$ cat src/rtl/dmwc_pkg.sv
// Shared types and constants for the direct-mapped write-back cache.
// Used by dmwc_front, dmwc_back and the top module; depends on nothing.
package dmwc_pkg;

   localparam int ADDR_W          = 32;
   localparam int DATA_W          = 32;
   localparam int CFG_W           = 16;
   localparam int COST_W          = 32;
   localparam int LINE_COUNT      = 256;
   localparam int WORDS_PER_BLOCK = 16;
   localparam int MEMORY_WORDS    = 16384;
   localparam int BYTE_SEL_W      = 2;
   localparam int IDX_W           = $clog2(LINE_COUNT);
   localparam int WIB_W           = $clog2(WORDS_PER_BLOCK);
   localparam int MEM_AW          = $clog2(MEMORY_WORDS);
   localparam int TAG_W           = MEM_AW - WIB_W - IDX_W;
   localparam int CACHE_AW        = IDX_W + WIB_W;
   localparam int CSR_IDX_W       = 2;

   typedef enum logic [1:0] {
      OP_READ  = 2'd0,
      OP_WRITE = 2'd1,
      OP_CLEAR = 2'd2,
      OP_NONE  = 2'd3
   } op_type;

   localparam logic [CSR_IDX_W-1:0] CSR_MEM_READ  = 2'd0;
   localparam logic [CSR_IDX_W-1:0] CSR_MEM_WRITE = 2'd1;
   localparam logic [CSR_IDX_W-1:0] CSR_HIT_READ  = 2'd2;
   localparam logic [CSR_IDX_W-1:0] CSR_HIT_WRITE = 2'd3;

   // classified item as queued between front and back
   typedef struct packed {
      op_type              op;
      logic                oor;
      logic [TAG_W-1:0]    tag;
      logic [IDX_W-1:0]    idx;
      logic [WIB_W-1:0]    wib;
      logic [DATA_W-1:0]   wdata;
   } job_type;

   // back to front handshake
   typedef struct packed {
      logic pop;
      logic ready;
   } back_ctl_type;

endpackage

$ cat src/rtl/dmwc_front.sv
// Front end: accepts items, splits and range-checks the address, queues them.
// Depends on dmwc_pkg.
module dmwc_front (
   input  logic                          clock,
   input  logic                          reset,
   input  logic                          req_valid,
   output logic                          req_ready,
   input  logic [1:0]                    req_op,
   input  logic [dmwc_pkg::ADDR_W-1:0]   req_address,
   input  logic [dmwc_pkg::DATA_W-1:0]   req_write_data,
   input  dmwc_pkg::back_ctl_type        back_ctl,
   output logic                          q_valid,
   output dmwc_pkg::job_type             q_job
);
   import dmwc_pkg::*;

   job_type    job;
   job_type    slot_ff [2];
   logic       wr_ptr_ff, wr_ptr_in;
   logic       rd_ptr_ff, rd_ptr_in;
   logic [1:0] count_ff, count_in;
   logic       push;
   logic       pop;

   // classify the item
   always_comb begin
      job.op    = op_type'(req_op);
      job.oor   = (req_address[ADDR_W-1:MEM_AW+BYTE_SEL_W] != '0) &&
                  (job.op == OP_READ || job.op == OP_WRITE);
      job.tag   = req_address[MEM_AW+BYTE_SEL_W-1:IDX_W+WIB_W+BYTE_SEL_W];
      job.idx   = req_address[IDX_W+WIB_W+BYTE_SEL_W-1:WIB_W+BYTE_SEL_W];
      job.wib   = req_address[WIB_W+BYTE_SEL_W-1:BYTE_SEL_W];
      job.wdata = req_write_data;
   end

   assign req_ready = back_ctl.ready && (count_ff != 2'd2);
   assign push      = req_valid && req_ready;
   assign pop       = back_ctl.pop && (count_ff != 2'd0);
   assign q_valid   = (count_ff != 2'd0);
   assign q_job     = slot_ff[rd_ptr_ff];

   // two-entry item queue
   always_comb begin
      wr_ptr_in = wr_ptr_ff ^ push;
      rd_ptr_in = rd_ptr_ff ^ pop;
      count_in  = count_ff + {1'b0, push} - {1'b0, pop};
   end

   always_ff @(posedge clock) begin
      if (reset) begin
         wr_ptr_ff <= 1'b0;
         rd_ptr_ff <= 1'b0;
         count_ff  <= 2'd0;
      end else begin
         wr_ptr_ff <= wr_ptr_in;
         rd_ptr_ff <= rd_ptr_in;
         count_ff  <= count_in;
      end
      if (push) begin
         slot_ff[wr_ptr_ff] <= job;
      end
   end

endmodule

$ cat config.mk
export PLATFORM = sky130hd
export DESIGN_NAME = dmwc_front
export DESIGN_NICKNAME = d
export VERILOG_FILES = /design/src/rtl/dmwc_pkg.sv /design/src/rtl/dmwc_front.sv
export SDC_FILE = /design/constraint.sdc
export NUM_CORES = 1
export LEC_CHECK = 0
export BUFFER_PORTS_ARGS = -buffer_cell sky130_fd_sc_hd__buf_4
export CAP_MARGIN = 0
export CELL_PAD_IN_SITES_DETAIL_PLACEMENT = 0
export CELL_PAD_IN_SITES_GLOBAL_PLACEMENT = 1
export CORE_MARGIN = 2
export CORE_UTILIZATION = 46
export DETAILED_ROUTE_END_ITERATION = 7
export PLACE_DENSITY_LB_ADDON = 0.1
export SLEW_MARGIN = 20
export SYNTH_ARGS = -nofsm -noshare
export SYNTH_HDL_FRONTEND = slang
export SYNTH_SLANG_ARGS = --single-unit
export TNS_END_PERCENT = 5
$ cat constraint.sdc
create_clock -name clock -period 8.6 [get_ports clock]
set_clock_uncertainty 0.1 [all_clocks]
set_input_delay 2.15 -clock clock [delete_from_list [all_inputs] [get_ports clock]]
set_output_delay 2.15 -clock clock [all_outputs]
set_load 0.005 [all_outputs]
==> reports/metrics.cfg <==
[outcome]
status = completed

[clock_network]
root_buffer = clkbuf_8
ctsHoldBuffers = 0
clock_latency_ps = 340
cts.sinks = 102
clk_pin_slew_ps = 90
post_cts_resized = 0
htreeDepth = 3
cts_buffers = 9
clockBufferDepth = 2
cts_tree = done
post_cts_buffers = 0

[timing]
worst_slew_pin_slew_ps = 963.6
final.setup.tns_ps = 0
period_needed_ps = 4834
fmax_ghz = 0.2069
drv_slew = 0
setup_viol_count_final = 0
rsz0062_at_grt = no
max_slew_margin_pct = 35.76
hold_viol = 0
fin_crit_sh_pct = 56.21

[critical_path]
critPathBufInv = 2
worstPathMaxFanout = 3
critPathLaunch = back_ctl[0]
crit_type = input port to primary output
crit_path_end = req_ready
cpMostUsedCell = buf_4
startpoint_type = input port
rr_startpoint = count_ff[0]
path_delay_family = buffers and inverters
cpMaxStageDelayCell = a21boi_1
crit_cells = 3
reg2reg_depth = 5
r2r-end = slot_ff[0][16]
arrival_ps = 2580
regToRegSetupSlack_ps = 6410
path_cells = buf_4, a21boi_1, buf_4
cp-end-kind = primary output
cpPeakStageDelay_ps = 210
cp.required_ps = 6350

[layout]
antenna_cells = 0
final_nets = 383
final_common_cell = buf_4
utilization_pct = 59.74
area_growth_pct = 27.61
layoutNonFillerInstCount = 421
final_cell_mix = 121 x buf_4, 98 x edfxtp_1, 49 x mux2_4
drive_above_1_share_pct = 60.38
n_fill_cell = 688

[drt]
vias = 1987
via_per_inst = 4.720
detail-route-antenna-nets = 0
wl_per_cell_um = 14.97
drt_pre_antenna_iters = 5
drc_errors = 0
wirelength_um = 6304
drt_iter0_drc = 58

[power_and_ir_drop]
p_int_mw = 0.9352
total_power_mw = 1.244
p_comb_share_pct = 26.3
peakVddDrop_mv = 0.1711
pwr-share-seq_pct = 52.6
pwr_density_cell_nw_per_um2 = 241.2
switching_power_mw = 0.3091
clockPowerShare_pct = 21.0
p_leak_nw = 2.017
switching_share_pct = 24.84

[grt]
grt_pass1_wl_um = 9804
antenna_found_initial = 0
grt_max_degree = 51
grt_pass1_vias = 2045
gr-usage-all-layers_pct = 13.33
grt_remaining_overflow = 0

[synthesis]
syn-num-nets = 257
synth_top_cell_by_area = edfxtp_1
ys_ff_latch = 102
syn_inst = 182
synth.avg_cell_area_sq_um = 22.21
synth_top_area_share_pct = 72.79
ys_top_cells_by_area = edfxtp_1 73%, mux2_4 18%, buf_12 2.5%
synth_cell_type_count = 19
synth_area_sq_um = 4043
ys_warn_count = 0
synth-seq-area-share_pct = 74.78

[floorplanning]
rows = 34
io_pins = 122
dieArea_sq_um = 9554
coreArea_sq_um = 8636
start_util_pct = 46.81
chipWidth_um = 97.75
die-height_um = 97.75

[run]
cap_violations = 0

[placed_design]
io_buffers = 119
gp_congestion = 0.6872
hpwl_um = 4021
placed_cells = 405

[hold_path]
worst_hold_path_type = flop to flop

per-layer routing:
| metal | track usage [%] | vias up | wire, um |
|---|---|---|---|
| met5 | 0 | - | 0 |
| met4 | 4.380 | 0 | 38 |
| met3 | 4.366 | 5 | 454 |
| met2 | 22.44 | 82 | 3185 |
| met1 | 16.43 | 941 | 2625 |
| li1 | - | 959 | - |
sequential cells by signal (all words and copies together), names as in the netlist:
name / flops
count_ff: 2
rd_ptr_ff: 1
slot_ff: 98
wr_ptr_ff: 1
cells in the mapped netlist:
master,instances
edfxtp_1,98
mux2_4,49
buf_12,5
dfxtp_1,4
ha_1,4
nor4_1,4
inv_1,3
nor2_1,3
and2_1,2
a21boi_1,1
a41oi_1,1
buf_6,1
nand2_1,1
nor2b_1,1
nor3_1,1
o21a_1,1
or2_2,1
xnor2_1,1
xor2_1,1
final cells by class:
cell class                 count  area, sq um  area share, %
sequential                   102         3027          58.67
timing repair buffer         121        908.4          17.61
multi-input combinational     71        902.1          17.49
tap                          108        135.1          2.619
clock buffer                  10        127.6          2.474
clock inverter                 6        47.55         0.9217
inverter                       3        11.26         0.2183
stage by stage:
step / hold slack [ps] / instance area (sq um) / setup slack (ps)
5_1_grt: 484.1 / 5159 / 3713
2_1_floorplan: 401.2 / 4043 / 3987
4_1_cts: 450.6 / 5159 / 3756
3_3_place_gp: 422.4 / 4984 / 3770
6_report: 442.0 / 5159 / 3766
3_5_place_dp: 436.4 / 4984 / 3763
power by group through the flow:
stage               clock network [mW]  logic [mW]  registers [mW]
floorplan                            0       0.259           0.616
detailed placement                   0       0.332           0.669
global route                     0.290       0.355           0.666
CTS                              0.271       0.334           0.659
global placement                     0       0.331           0.667
finish                           0.262       0.328           0.655
worst reg2reg max path, delay by kind of cell (launching register included):
family                     cells  cell delay (ps)
and+or+nand+nor                1              210
buffers and inverters          2              570
adders and majority gates      1              340
AOI/OAI and AO/OA              1              210
DFF                            1              380
worst min-delay path by stage:
| stage | startpoint | endpoint | slack [ps] | cells past startpoint |
|---|---|---|---|---|
| after floorplan | count_ff[1] | count_ff[1] | 400 | 2 |
| after global placement | count_ff[1] | count_ff[1] | 420 | 2 |
| after detailed placement | count_ff[1] | count_ff[1] | 440 | 2 |
| after CTS | count_ff[1] | count_ff[1] | 450 | 2 |
| after global routing | count_ff[1] | count_ff[1] | 480 | 2 |
| final | count_ff[1] | count_ff[1] | 440 | 2 |
kinds of logic (layout without fill, tap and decap cells):
kind of cell             after synthesis  after routing  synth area share [%]
multiplexers                          49             49                 18.20
buffers and inverters                  9            140                 3.033
AO/OA/AOI/OAI                          3              3                0.5882
adder cells (fa/ha/maj)                4              4                 1.238
XOR/XNOR                               2              2                0.4334
flip-flops                           102            102                 74.78
AND/OR/NAND/NOR                       13             13                 1.733
(Power assumes the default switching activity.)
